[src/rtl/core/assert_macros.svh]
// Assertion macros shared by the RTL core.
// No dependencies; included by modules that carry concurrent checks.
`ifndef ASSERT_MACROS_SVH
`define ASSERT_MACROS_SVH

// Property must hold on every clock edge outside reset.
`define ASSERT_ALWAYS(name, clk, rst_n, prop, msg) \
    name: assert property (@(posedge clk) disable iff (!rst_n) (prop)) else $error(msg);

// Consequent must hold in the same cycle as the antecedent.
`define ASSERT_IMPLY(name, clk, rst_n, ante, cons, msg) \
    name: assert property (@(posedge clk) disable iff (!rst_n) (ante) |-> (cons)) \
        else $error(msg);

`endif

[src/rtl/core/bud_pkg.sv]
// Types and constants for the button up/down counter display.
// No dependencies; imported by button_updown_counter_display.
`timescale 1ns / 1ps

package bud_pkg;

    localparam int CFG_W   = 8;
    localparam int CFG_IDX_W = 2;
    localparam int COUNT_W = 10;
    localparam int BCD_W   = 4;
    localparam int SEG_W   = 7;
    localparam int SEL_W   = 3;

    typedef logic [CFG_IDX_W-1:0] cfg_idx_t;
    typedef logic [BCD_W-1:0]     bcd_t;

    localparam cfg_idx_t REG_SCAN_INTERVAL     = 2'd0;
    localparam cfg_idx_t REG_DEBOUNCE_INTERVAL = 2'd1;
    localparam cfg_idx_t REG_REFRESH_PERIOD    = 2'd2;

    localparam logic [CFG_W-1:0] SCAN_RESET     = 8'd10;
    localparam logic [CFG_W-1:0] DEBOUNCE_RESET = 8'd20;
    localparam logic [CFG_W-1:0] REFRESH_RESET  = 8'd5;

    localparam logic [COUNT_W-1:0] COUNT_MIN = 10'd1;
    localparam logic [COUNT_W-1:0] COUNT_MAX = 10'd999;

    localparam logic [1:0] POS_HUNDREDS = 2'd0;
    localparam logic [1:0] POS_TENS     = 2'd1;
    localparam logic [1:0] POS_UNITS    = 2'd2;

    localparam bcd_t BCD_ZERO = 4'd0;
    localparam bcd_t BCD_NINE = 4'd9;

    function automatic logic [SEG_W-1:0] seg_decode(input bcd_t d);
        logic [SEG_W-1:0] s;
        case (d)
            4'd0:    s = 7'b0111111;
            4'd1:    s = 7'b0000110;
            4'd2:    s = 7'b1011011;
            4'd3:    s = 7'b1001111;
            4'd4:    s = 7'b1100110;
            4'd5:    s = 7'b1101101;
            4'd6:    s = 7'b1111101;
            4'd7:    s = 7'b0000111;
            4'd8:    s = 7'b1111111;
            4'd9:    s = 7'b1101111;
            default: s = '0;
        endcase
        return s;
    endfunction

endpackage

[src/rtl/core/button_updown_counter_display.sv]
// Debounced up/down counter with a three-digit multiplexed 7-segment display.
// Depends on bud_pkg and assert_macros.svh.
// Each word is one tick with the two button levels; every tick yields one result
// word. The result word is registered: a tick passes the input register, then the
// state/result registers. One tick is accepted per cycle while out_stall does not
// hold the result; the debounce sequencer, the decimal digit registers and the
// refresh counter are updated once per accepted tick. The count is held both in
// binary and as three decimal digits, so no division is needed for the display.
`timescale 1ns / 1ps
`include "assert_macros.svh"

module button_updown_counter_display
    import bud_pkg::*;
(
    input  logic                 clk,
    input  logic                 rst_n,
    input  logic                 cfg_write,
    input  logic [CFG_IDX_W-1:0] cfg_index,
    input  logic [CFG_W-1:0]     cfg_data,
    input  logic                 in_valid,
    output logic                 in_stall,
    input  logic                 plus_level,
    input  logic                 minus_level,
    output logic                 out_valid,
    input  logic                 out_stall,
    output logic [SEG_W-1:0]     segments,
    output logic [SEL_W-1:0]     digit_select,
    output logic [COUNT_W-1:0]   count_value
);

    typedef enum logic [1:0] {
        WAIT_PRESS,
        DEB_PRESS,
        WAIT_REL,
        DEB_REL
    } phase_t;

    logic [CFG_W-1:0]   scan_interval_reg, debounce_interval_reg, refresh_period_reg;
    logic               in_full_reg, plus_q_reg, minus_q_reg;
    logic               out_valid_reg;
    phase_t             phase_reg, phase_next;
    logic [CFG_W-1:0]   wait_ticks_reg, wait_ticks_next;
    logic               plus_held_reg, plus_held_next;
    logic               minus_held_reg, minus_held_next;
    logic [COUNT_W-1:0] count_reg, count_next;
    bcd_t               hund_reg, hund_next, tens_reg, tens_next, units_reg, units_next;
    logic [1:0]         scan_position_reg, scan_position_next;
    logic [CFG_W-1:0]   refresh_ticks_reg, refresh_ticks_next;
    logic [SEG_W-1:0]   segment_reg, segment_next;
    logic [SEL_W-1:0]   select_reg, select_next;

    logic               advance, take;
    logic [CFG_W-1:0]   limit;
    logic [CFG_W:0]     wait_elapsed, refresh_elapsed;
    logic               btn_fire, any_btn, do_inc, do_dec;
    logic [1:0]         pos;
    bcd_t               digit;
    logic               blank;

    assign advance  = in_full_reg && (!out_valid_reg || !out_stall);
    assign take     = in_valid && !in_stall;
    assign in_stall = in_full_reg && !advance;

    always_comb
    begin
        limit = (phase_reg == DEB_PRESS || phase_reg == DEB_REL) ?
                debounce_interval_reg : scan_interval_reg;
        wait_elapsed = {1'b0, wait_ticks_reg} + 9'd1;
        btn_fire     = !(wait_elapsed < {1'b0, limit});
        any_btn      = plus_q_reg || minus_q_reg;

        phase_next      = phase_reg;
        wait_ticks_next = btn_fire ? '0 : wait_elapsed[CFG_W-1:0];
        plus_held_next  = plus_held_reg;
        minus_held_next = minus_held_reg;
        do_inc          = 1'b0;
        do_dec          = 1'b0;

        if (btn_fire)
        begin
            case (phase_reg)
                WAIT_PRESS:
                begin
                    if (any_btn)
                        phase_next = DEB_PRESS;
                end
                DEB_PRESS:
                begin
                    plus_held_next  = plus_q_reg;
                    minus_held_next = minus_q_reg;
                    phase_next      = any_btn ? WAIT_REL : WAIT_PRESS;
                    do_inc = plus_q_reg && !minus_q_reg && (count_reg != COUNT_MAX);
                    do_dec = minus_q_reg && !plus_q_reg && (count_reg != COUNT_MIN);
                end
                WAIT_REL:
                begin
                    if (!any_btn)
                        phase_next = DEB_REL;
                end
                DEB_REL:
                begin
                    plus_held_next  = plus_q_reg;
                    minus_held_next = minus_q_reg;
                    phase_next      = any_btn ? WAIT_REL : WAIT_PRESS;
                end
                default:
                    phase_next = WAIT_PRESS;
            endcase
        end

        count_next = count_reg;
        hund_next  = hund_reg;
        tens_next  = tens_reg;
        units_next = units_reg;
        if (do_inc)
        begin
            count_next = count_reg + 10'd1;
            if (units_reg == BCD_NINE)
            begin
                units_next = BCD_ZERO;
                if (tens_reg == BCD_NINE)
                begin
                    tens_next = BCD_ZERO;
                    hund_next = hund_reg + 4'd1;
                end
                else
                    tens_next = tens_reg + 4'd1;
            end
            else
                units_next = units_reg + 4'd1;
        end
        else if (do_dec)
        begin
            count_next = count_reg - 10'd1;
            if (units_reg == BCD_ZERO)
            begin
                units_next = BCD_NINE;
                if (tens_reg == BCD_ZERO)
                begin
                    tens_next = BCD_NINE;
                    hund_next = hund_reg - 4'd1;
                end
                else
                    tens_next = tens_reg - 4'd1;
            end
            else
                units_next = units_reg - 4'd1;
        end

        // display refresh uses this tick's updated count
        refresh_elapsed    = {1'b0, refresh_ticks_reg} + 9'd1;
        refresh_ticks_next = refresh_elapsed[CFG_W-1:0];
        scan_position_next = scan_position_reg;
        segment_next       = segment_reg;
        select_next        = select_reg;
        pos   = (scan_position_reg > POS_UNITS) ? POS_HUNDREDS : scan_position_reg;
        digit = units_next;
        blank = 1'b0;
        case (pos)
            POS_HUNDREDS:
            begin
                digit = hund_next;
                blank = (hund_next == BCD_ZERO);
            end
            POS_TENS:
            begin
                digit = tens_next;
                blank = (hund_next == BCD_ZERO) && (tens_next == BCD_ZERO);
            end
            default:
            begin
                digit = units_next;
                blank = 1'b0;
            end
        endcase
        if (!(refresh_elapsed < {1'b0, refresh_period_reg}))
        begin
            refresh_ticks_next = '0;
            scan_position_next = (pos == POS_UNITS) ? POS_HUNDREDS : pos + 2'd1;
            if (blank)
            begin
                segment_next = '0;
                select_next  = '0;
            end
            else
            begin
                segment_next = seg_decode(digit);
                case (pos)
                    POS_HUNDREDS: select_next = 3'b100;
                    POS_TENS:     select_next = 3'b010;
                    default:      select_next = 3'b001;
                endcase
            end
        end
    end

    always_ff @(posedge clk or negedge rst_n)
    begin
        if (!rst_n)
        begin
            scan_interval_reg     <= SCAN_RESET;
            debounce_interval_reg <= DEBOUNCE_RESET;
            refresh_period_reg    <= REFRESH_RESET;
            in_full_reg           <= 1'b0;
            plus_q_reg            <= 1'b0;
            minus_q_reg           <= 1'b0;
            out_valid_reg         <= 1'b0;
            phase_reg             <= WAIT_PRESS;
            wait_ticks_reg        <= '0;
            plus_held_reg         <= 1'b0;
            minus_held_reg        <= 1'b0;
            count_reg             <= COUNT_MIN;
            hund_reg              <= BCD_ZERO;
            tens_reg              <= BCD_ZERO;
            units_reg             <= 4'd1;
            scan_position_reg     <= POS_HUNDREDS;
            refresh_ticks_reg     <= '0;
            segment_reg           <= '0;
            select_reg            <= '0;
        end
        else
        begin
            if (cfg_write)
            begin
                case (cfg_index)
                    REG_SCAN_INTERVAL:     scan_interval_reg     <= cfg_data;
                    REG_DEBOUNCE_INTERVAL: debounce_interval_reg <= cfg_data;
                    REG_REFRESH_PERIOD:    refresh_period_reg    <= cfg_data;
                    default:               ;
                endcase
            end

            if (take)
            begin
                in_full_reg <= 1'b1;
                plus_q_reg  <= plus_level;
                minus_q_reg <= minus_level;
            end
            else if (advance)
                in_full_reg <= 1'b0;

            if (advance)
                out_valid_reg <= 1'b1;
            else if (!out_stall)
                out_valid_reg <= 1'b0;

            if (advance)
            begin
                phase_reg         <= phase_next;
                wait_ticks_reg    <= wait_ticks_next;
                plus_held_reg     <= plus_held_next;
                minus_held_reg    <= minus_held_next;
                count_reg         <= count_next;
                hund_reg          <= hund_next;
                tens_reg          <= tens_next;
                units_reg         <= units_next;
                scan_position_reg <= scan_position_next;
                refresh_ticks_reg <= refresh_ticks_next;
                segment_reg       <= segment_next;
                select_reg        <= select_next;
            end
        end
    end

    assign out_valid    = out_valid_reg;
    assign segments     = segment_reg;
    assign digit_select = select_reg;
    assign count_value  = count_reg;

    `ASSERT_ALWAYS(a_count_range, clk, rst_n,
        (count_reg >= COUNT_MIN) && (count_reg <= COUNT_MAX), "count out of range")
    `ASSERT_ALWAYS(a_bcd_match, clk, rst_n,
        ({6'd0, hund_reg} * 10'd100 + {6'd0, tens_reg} * 10'd10 + {6'd0, units_reg})
            == count_reg, "decimal digits disagree with count")
    `ASSERT_IMPLY(a_held_release, clk, rst_n,
        (phase_reg == WAIT_REL) || (phase_reg == DEB_REL),
        plus_held_reg || minus_held_reg, "release phase with no held button")
    `ASSERT_IMPLY(a_held_press, clk, rst_n,
        (phase_reg == WAIT_PRESS) || (phase_reg == DEB_PRESS),
        !plus_held_reg && !minus_held_reg, "press phase with a held button")
    `ASSERT_IMPLY(a_select_onehot, clk, rst_n, 1'b1,
        $onehot0(select_reg) && ((select_reg == '0) == (segment_reg == '0)),
        "digit enable and segments inconsistent")

endmodule

[config.mk]
export PLATFORM = sky130hd
export DESIGN_NAME = button_updown_counter_display
export DESIGN_NICKNAME = d
export VERILOG_FILES = /design/src/rtl/core/bud_pkg.sv /design/src/rtl/core/button_updown_counter_display.sv
export VERILOG_INCLUDE_DIRS = /design/src /design/src/rtl/core
export SDC_FILE = /design/constraint.sdc
export NUM_CORES = 1
export LEC_CHECK = 0
export ABC_AREA = 1
export ABC_CLOCK_PERIOD_IN_PS = 3200
export BUFFER_PORTS_ARGS = -buffer_cell sky130_fd_sc_hd__buf_2
export CAP_MARGIN = 0
export CORE_ASPECT_RATIO = 1.25
export CORE_MARGIN = 5
export CORE_UTILIZATION = 50
export DETAILED_ROUTE_END_ITERATION = 6
export PLACE_DENSITY = 0.71
export REMOVE_ABC_BUFFERS = 1
export SLEW_MARGIN = 40
export SYNTH_ARGS = -nofsm -noshare
export SYNTH_HDL_FRONTEND = slang
export SYNTH_SLANG_ARGS = --single-unit
[constraint.sdc]
create_clock -name clk -period 3.2 [get_ports clk]
set_input_delay 0.32 -clock clk [delete_from_list [all_inputs] [get_ports clk]]
set_output_delay 0.32 -clock clk [all_outputs]
set_load 0.05 [all_outputs]
# Word level (Yosys, flattened, before mapping)
# Memories as Yosys holds them, arrays and structs flattened.
# Cells that the tools add are included.
# classes
n_addsub	11
mul	0
div_mod_pow	0
order_cmp	3
n_eq_ne	14
n_shift	0
muxes	40
bitwise	2
reduce_logical	33
# op_table
cell	count
4-bit 2-to-1 mux	16
8-bit 2-to-1 mux	3
10-bit 2-to-1 mux	2
8-bit by 1-bit adder with 9-bit output (second input constant)	2
9-bit by 8-bit less-than comparator with 1-bit output	2
4-bit zero test	4
4-bit by 1-bit adder with 4-bit output (second input constant)	3
4-bit by 1-bit subtractor with 4-bit output (second input constant)	3
10-bit by 1-bit adder with 10-bit output (second input constant)	1
2-bit 2-to-1 mux	5
10-bit by 1-bit != test with 1-bit output (second input constant)	1
10-bit != test (second input constant)	1
2-bit AND reduction	5
10-bit by 1-bit subtractor with 10-bit output (second input constant)	1
2-bit == test (second input constant)	4
4-bit == test (second input constant)	2
1-bit logical AND	8
1-bit 2-to-1 mux	8
4-bit case mux with 2 select lines	1
7-bit 2-to-1 mux	1
2-bit by 1-bit == test with 1-bit output (second input constant)	3
1-bit zero test	6
2-bit zero test	3
2-bit case mux with 3 select lines	1
12 further kinds	17
# totals
regBits	80
latch_bits	0
ramBits	0
rom_bits	112
inputBits	17
memories	1
# memory_table
name	depth	word_bits	read_ports	rd_ports_with_merged_regs	wr	line_no	rtl
(name not given)	16	7	1	0	0	bud_pkg.sv:37	case (d)

# Logic depth before layout (Yosys ltp)
# Gate-level depths: netlist of run 1.
# logic_depth
ltp_word	11
ltp_mapped	28
depth_no_buf	27

# Worst setup path before layout of run 1
# Ideal clock, no wire load.
# synth_path
path_kind	register -> register
startpoint	reg wait_ticks_reg[2]
endpoint	reg segment_reg[3], in the netlist segments[3]
setup_time_ns	0.118
arrival_time_ns	3.165
required_ns	3.082
slack_ns	-0.083
stages_incl_launch_ff	27
n_path_buf	1
cell_sequence	dfrtp_1 -> inv_1 -> nor3_1 -> nand3_1 -> nor2_1 -> nand2_1 -> xor2_1 -> inv_1 -> ha_1 -> a21oi_1 -> and2_1 -> nand2_1 -> inv_2 -> nand2_8 -> nand2_4 -> buf_6 -> nand3_1 -> nand3_1 -> nand3_1 -> nand2_2 -> inv_1 -> ha_1 -> inv_1 -> nand3_1 -> nand3_1 -> nand3_1 -> nand2_1
# synth_via
elab_chain_cells	9
word_cells_on_any_way	17
# synth_lines
element	line_no	rtl
start, declared	button_updown_counter_display.sv:42	logic [CFG_W-1:0] wait_ticks_reg, wait_ticks_next;
start signal, assigned	button_updown_counter_display.sv:250	wait_ticks_reg <= wait_ticks_next;
8-bit by 1-bit adder with 9-bit output (*)	button_updown_counter_display.sv:68	wait_elapsed = {1'b0, wait_ticks_reg} + 9'd1;
9-bit by 8-bit less-than comparator with 1-bit output (*)	button_updown_counter_display.sv:69	btn_fire = !(wait_elapsed < {1'b0, limit});
branches (longest 6 deep; another with memory read 16 x 7 bit)	--	
7-bit 2-to-1 mux (*)	button_updown_counter_display.sv:180	if (blank)
end signal, assigned	button_updown_counter_display.sv:259	segment_reg <= segment_next;
end, declared	button_updown_counter_display.sv:49	logic [SEG_W-1:0] segment_reg, segment_next;
# Mark *: on every way between the ends.
# A chain may end at the register's enable or synchronous reset.

# Worst setup path in the final report of run 1
# layout_path
startpoint	reg wait_ticks_reg[2]
endpoint	reg segment_reg[4], in the netlist segments[4]
# Same word-level chain as after synthesis.

==> results of run 1 <==
==> metrics by stage <==
stage                     total power [W]  utilization
final                             0.00650        0.642
after detailed placement          0.00468        0.557
after CTS                         0.00613        0.616
after global routing              0.00697        0.642
after global placement            0.00458        0.557
after floorplan                   0.00379            -
==> area by class of cell <==
cell class                 instances  share of cell area
multi-input combinational        507               0.484
timing repair buffer              91              0.0958
clock inverter                     3             0.00261
tap                              132              0.0246
clock buffer                      13              0.0387
sequential                        80               0.300
inverter                          96              0.0550
==> Yosys cell counts (8+ instances only) <==
cell type,n
sky130_fd_sc_hd__dfstp_2,8
sky130_fd_sc_hd__nand2_1,179
sky130_fd_sc_hd__nor2_2,8
sky130_fd_sc_hd__ha_1,29
sky130_fd_sc_hd__nand2_2,16
sky130_fd_sc_hd__o21ai_0,72
sky130_fd_sc_hd__inv_1,85
sky130_fd_sc_hd__clkbuf_1,8
sky130_fd_sc_hd__a21oi_1,12
sky130_fd_sc_hd__nand3_1,67
sky130_fd_sc_hd__xor2_1,20
sky130_fd_sc_hd__nor2_1,42
sky130_fd_sc_hd__dfrtp_1,72
sky130_fd_sc_hd__inv_2,9
==> cell families (layout without fill, tap and decap cells) <==
group	after synthesis	count (layout)	synth area share
DFF	80	80	0.380
AOI/OAI and AO/OA	97	97	0.0992
and+or+nand+nor	351	351	0.315
muxes	8	8	0.0154
adders and majority gates	29	29	0.0685
buffers and inverters	110	203	0.0860
xor gates and xnor gates	22	22	0.0364
==> routing by layer <==
layer	vias up	wire length [um]	GRT usage
met3	42	571	0.0373
li1	2419	-	-
met4	0	466	0.101
met1	2399	5590	0.260
met2	147	7070	0.375
met5	-	0	0
==> power breakdown <==
part,switching (W),internal [W],total (W)
clock,0.000418,0.000566,0.000984
sequential,0.000312,0.00133,0.00164
combinational,0.00243,0.00144,0.00387
total,0.00316,0.00334,0.00650
==> repair_timing <==
item	4_1_cts	5_1_grt
hold buffers	0	1
hold endpoints to repair	0	19
cloned	0	0
buffers inserted	17	1
gates resized for setup	43	60
pin swaps	29	29
endpoints found under the setup margin	11	19
==> worst max-delay path, stage by stage (launching register included) <==
cell and delay, ps:
sky130_fd_sc_hd__dfrtp_1 350, sky130_fd_sc_hd__inv_1 80, sky130_fd_sc_hd__nor3_4 190, sky130_fd_sc_hd__nand3_2 110, sky130_fd_sc_hd__nor2_2 90, sky130_fd_sc_hd__nand2_1 80
sky130_fd_sc_hd__xor2_1 190, sky130_fd_sc_hd__inv_1 110, sky130_fd_sc_hd__ha_4 280, sky130_fd_sc_hd__nand3_2 60, sky130_fd_sc_hd__and2_1 150, sky130_fd_sc_hd__nand2_1 60
sky130_fd_sc_hd__inv_2 60, sky130_fd_sc_hd__nand2_8 130, sky130_fd_sc_hd__nand2_8 100, sky130_fd_sc_hd__inv_4 90, sky130_fd_sc_hd__nand2_1 100, sky130_fd_sc_hd__nand2_2 100
sky130_fd_sc_hd__buf_4 100, sky130_fd_sc_hd__buf_4 90, sky130_fd_sc_hd__nor2_1 30, sky130_fd_sc_hd__nand2_1 90, sky130_fd_sc_hd__nand2_2 70, sky130_fd_sc_hd__a21oi_4 330
sky130_fd_sc_hd__nand3_2 120, sky130_fd_sc_hd__nand2_1 90
==> worst max-delay path by stage <==
stage,startpoint,to,cells past startpoint
final,wait_ticks_reg[2],segments[4],25
after global routing,wait_ticks_reg[0],segments[4],25
after CTS,wait_ticks_reg[1],segments[0],27
after detailed placement,wait_ticks_reg[2],segments[5],25
after global placement,wait_ticks_reg[0],segments[5],25
after floorplan,wait_ticks_reg[2],segments[3],27
==> impl_metrics.toml, run 1 <==
[status]
run_status = "complete, but fails checks"
violations = "setup timing"

[timing]
timing.final.crit_period_ps = 3330
report.final.setup_viol = 9
final.setup_skew_ps = 8.26
relSlewSlack = 0.665
fin_worst_hold_slack_ps = 201
worstMarginPinSlew_ps = 502
rsz0062_at_grt = "true"
timing_hold_violations_final = 0
setup_ws_ps = -129
setup_total_negative_slack_ps = -846
final-max-slew-violation-count = 0
fin_crit_sh = 1.04
highest_clock_rate_ghz = 0.300

[clock_tree]
numCtsBuffers = 9
ctsLongestPathBuffers = 2
htree_levels = 3
cts_tree = "done"
clk_root_buffer_cell = "sky130_fd_sc_hd__clkbuf_16"
tritoncts_num_sinks = 80
insertion_delay_to_the_later_sink_of_the_worst_skew_pair_ps = 350
clkTransAtPathRegs_ps = 60

[global_routing]
track_usage = 0.218
global_route.overflow_total = 0
grt_max_degree = 81
antenna_found_initial = 0
grt_first_pass_wirelength_mm = 22.6
via_count_of_the_first_global_routing_pass = 4937

[detailed_routing]
vias = 5007
first_iter_violations = 301
post_drt_via_cell_ratio = 5.43
detail_route.first_pass.iterations = 5
routed_wl_mm = 13.7
number_of_nets_with_antenna_violations_after_detailed_routing = 0
remaining_drc_errors = 0
route.detailed.wl_per_inst_um = 14.9

[synth]
netlist_top_cells_area = "sky130_fd_sc_hd__dfrtp_1 34%, sky130_fd_sc_hd__nand2_1 13%, sky130_fd_sc_hd__ha_1 6.9%"
mappedNetlistArea_sq_um = 5300
synth.top_cell.area_share = 0.340
netlist_instances = 697
synth_edf_count = 0
synth.yosys.seq_area_share = 0.380
ys.warnings.count = 0
post_synth_num_cell_types = 46
postSynth.asyncResetShare = 1.00
synth_top_cell_by_area = "sky130_fd_sc_hd__dfrtp_1"
synth_seq_cells = 80
postSynthAreaPerCell_sq_um = 7.60
yosys_most_used_dff = "sky130_fd_sc_hd__dfrtp_1"

[flow_run]
drv_cap = 0

[finish]
mostFrequentLayoutCell = "sky130_fd_sc_hd__nand2_1"
multi_input_area_sq_um = 3250
syn2layout_area_growth_pct = 26.8
fin_nets = 831
layout.area.seq_sq_um = 2010
nFillCells = 870
largest_reg_flops = 10
most-common-layout-cells = "164 x sky130_fd_sc_hd__nand2_1, 79 x sky130_fd_sc_hd__inv_1, 72 x sky130_fd_sc_hd__dfrtp_1"
stdcell_area_sq_um = 6720
antenna_cells = 0
layout.cells.non_filler = 922
layout-drive-gt1-share = 0.297

[placement]
globalplace.congestion = 0.899
place.detailed.hpwl_mm = 9.20
placed_area_sq_um = 5830
place.detailed.instances = 888
place_worst_setup_slack_ps = -305
io_buffer_count = 38

[die]
boundaryPins = 39
fp.dieH_um = 125
initial_utilization = 0.506
die_x_um = 102
number_of_placement_rows = 42
die-area_sq_um = 12800
placeableCoreArea_sq_um = 10500

[worst_hold_path]
whs_endpoint = "minus_q_reg"
holdCritPathClass = "primary input to register"
min_from = "minus_level"
min_delay_path_depth = 2

[setup_path]
r2r-end = "segments[4]"
worst_setup_path_end_kind = "register"
timing.reg2reg.worst_path_depth = 25
reg2reg_slack_ps = -130
worstPathArrival_ps = 3610
path_max_fanout = 9
ws_path_type = "register to register"
rr_startpoint = "wait_ticks_reg[2]"
worstSetupStartpointType = "register"
worstPathRequired_ps = 3480

[power]
p_leak_nw = 3.33
max-vdd-ir-drop_uv = 416
power_density_nw_per_um2 = 968
(Power assumes the default switching activity.)
==> inputs of run 2 (changes only) <==
--- a/config.mk
+++ b/config.mk
@@ -8,5 +8,5 @@
 export LEC_CHECK = 0
 export ABC_AREA = 1
-export ABC_CLOCK_PERIOD_IN_PS = 3200
+export ABC_CLOCK_PERIOD_IN_PS = 3500
 export BUFFER_PORTS_ARGS = -buffer_cell sky130_fd_sc_hd__buf_2
 export CAP_MARGIN = 0
@@ -15,5 +15,5 @@
 export CORE_UTILIZATION = 50
 export DETAILED_ROUTE_END_ITERATION = 6
-export PLACE_DENSITY = 0.71
+export PLACE_DENSITY = 0.68
 export REMOVE_ABC_BUFFERS = 1
 export SLEW_MARGIN = 40
==> constraint.sdc (replaced) <==
create_clock -name clk -period 3.5 [get_ports clk]
set_input_delay 0.7 -clock clk [delete_from_list [all_inputs] [get_ports clk]]
set_output_delay 0.7 -clock clk [all_outputs]
set_load 0.05 [all_outputs]
==> run 2 against run 1 <==
Against the previous run:
- the flow now finishes without violations
- worst hold slack got worse by 10 ps
- cell count fell by 2.1%
- maximum frequency fell by 2.3%
- critical path type unchanged
- largest cell class unchanged
- largest power group unchanged
==> impl_metrics.toml, run 2 (synthesized netlist as in run 1, its figures left out) <==
[flow_run]
drv_cap = 0

[power]
power_density_nw_per_um2 = 888
power_spent_charging_and_discharging_nets_w = 0.00270
max-vdd-ir-drop_uv = 394
p_int_w = 0.00302
p_leak_nw = 3.23
seq_power_share = 0.262
fraction_of_power_spent_switching_nets = 0.473
combinationalPowerShare = 0.556
share_clk_of_total_power = 0.182

[die]
boundaryPins = 39
fp.dieH_um = 125
placeableCoreArea_sq_um = 10500
die_x_um = 102
initial_utilization = 0.506
number_of_placement_rows = 42
die-area_sq_um = 12800

[finish]
syn2layout_area_growth_pct = 21.6
fin_nets = 812
most-common-layout-cells = "172 x sky130_fd_sc_hd__nand2_1, 79 x sky130_fd_sc_hd__inv_1, 72 x sky130_fd_sc_hd__dfrtp_1"
largest_reg_flops = 10
nFillCells = 905
mostFrequentLayoutCell = "sky130_fd_sc_hd__nand2_1"
layout.core_utilization = 0.616
antenna_cells = 0
layout-drive-gt1-share = 0.253

[clock_tree]
htree_levels = 3
clk_root_buffer_cell = "sky130_fd_sc_hd__clkbuf_16"
insertion_delay_to_the_later_sink_of_the_worst_skew_pair_ps = 340
cts_tree = "done"
numCtsBuffers = 9
ctsLongestPathBuffers = 2
cts_hold_repair.buffers = 0
tritoncts_num_sinks = 80
clkTransAtPathRegs_ps = 60

[timing]
relSlewSlack = 0.649
final.setup_skew_ps = 8.00
timing.final.crit_period_ps = 3410
final-max-slew-violation-count = 0
timing_hold_violations_final = 0
highest_clock_rate_ghz = 0.293
setup_ws_ps = 90.7
fin_crit_sh = 0.974
fin_worst_hold_slack_ps = 191
worstMarginPinSlew_ps = 524
report.final.setup_viol = 0

[global_routing]
track_usage = 0.197
grt_first_pass_wirelength_mm = 20.7
grt_max_degree = 81
global_route.overflow_total = 0
via_count_of_the_first_global_routing_pass = 4621
antenna_found_initial = 0

[setup_path]
r2r-end = "segments[0]"
rr_startpoint = "wait_ticks_reg[2]"
crit_slowest_cell = "sky130_fd_sc_hd__dfrtp_1"
critical_path.max_stage_delay_ps = 430
path_max_fanout = 8
reg2reg_slack_ps = 90
ws_path_type = "register to register"
worstSetupStartpointType = "register"
timing.reg2reg.worst_path_depth = 27
worstPathArrival_ps = 3630
worst_setup_path_end_kind = "register"
worstPathRequired_ps = 3720

[detailed_routing]
route.detailed.wl_per_inst_um = 13.9
first_iter_violations = 193
remaining_drc_errors = 0
vias = 4793
number_of_nets_with_antenna_violations_after_detailed_routing = 0
routed_wl_mm = 12.5
post_drt_via_cell_ratio = 5.31
detail_route.first_pass.iterations = 5

[placement]
place.detailed.hpwl_mm = 8.57
place_worst_setup_slack_ps = -47.8
io_buffer_count = 38
globalplace.congestion = 0.915

[worst_hold_path]
holdCritPathClass = "primary input to asynchronous set/reset pin"

[status]
run_status = "finished, final reports clean"
run 2: changes by cell type in the layout (fill, tap and decap cells not counted), sizes merged:
cell / previous run / this run
buf: 90 / 71
bufinv: 0 / 2
clkbuf: 13 / 10
nand2: 203 / 204
dlygate4sd3: 1 / 0
clkinvlp: 1 / 2
run 2: how the worst max path moves through the flow:
stage | end | depth (start not counted) | from | slack (ps)
after global routing | segments[0] | 27 | wait_ticks_reg[2] | -90
after detailed placement | segments[3] | 27 | wait_ticks_reg[0] | -50
after global placement | segments[3] | 27 | wait_ticks_reg[2] | 70
after CTS | segments[0] | 26 | wait_ticks_reg[0] | 0.7
final | segments[0] | 27 | wait_ticks_reg[2] | 90
after floorplan | segments[3] | 27 | wait_ticks_reg[2] | 110
run 2: metal layers:
metal / track usage / part of all wire
met3: 0.0340 / 0.039
met2: 0.334 / 0.52
met4: 0.0757 / 0.021
met5: 0 / 0
met1: 0.247 / 0.41
run 2: timing repair:
item | CTS | global route
gates resized for setup | 3 | 60
setup endpoints to repair | 7 | 9
pin swaps | 0 | 32
gates cloned | 0 | 1
setup buffers | 0 | 24
run 2: area by class of cell:
type                    count  area [sq um]  share of cell area
inverters                  96           374              0.0581
clock buffers              10           239              0.0371
clock inverters             6          92.6              0.0144
well taps                 132           165              0.0256
flip-flops and latches     80          2010               0.312
multi-input cells         508          3080               0.479
repair buffers             71           475              0.0738
run 2: worst max-delay path: cells and delay by family (launching register included):
| family | cells | cell delay, ps |
|---|---|---|
| simple gates | 15 | 1480 |
| buf+inv | 7 | 640 |
| flops | 1 | 430 |
| fa+ha+maj | 2 | 380 |
| compound gates | 2 | 180 |
| xor+xnor | 1 | 170 |
run 2: power groups by stage:
| stage | logic (W) | clock network [W] | registers, W |
|---|---|---|---|
| floorplan | 0.00175 | 0 | 0.00172 |
| CTS | 0.00262 | 0.00106 | 0.00149 |
| global placement | 0.00251 | 0 | 0.00149 |
| global route | 0.00352 | 0.00111 | 0.00154 |
| finish | 0.00318 | 0.00104 | 0.00150 |
| detailed placement | 0.00258 | 0 | 0.00150 |
run 2: metrics by stage:
stage	instances	TNS [ps]	total power, W	instance area [sq um]
2_1_floorplan	683	0	0.00347	5200
3_3_place_gp	861	0	0.00401	5620
3_5_place_dp	861	-113	0.00408	5630
4_1_cts	877	0	0.00517	5970
5_1_grt	903	-327	0.00617	6440
6_report	903	0	0.00572	6440
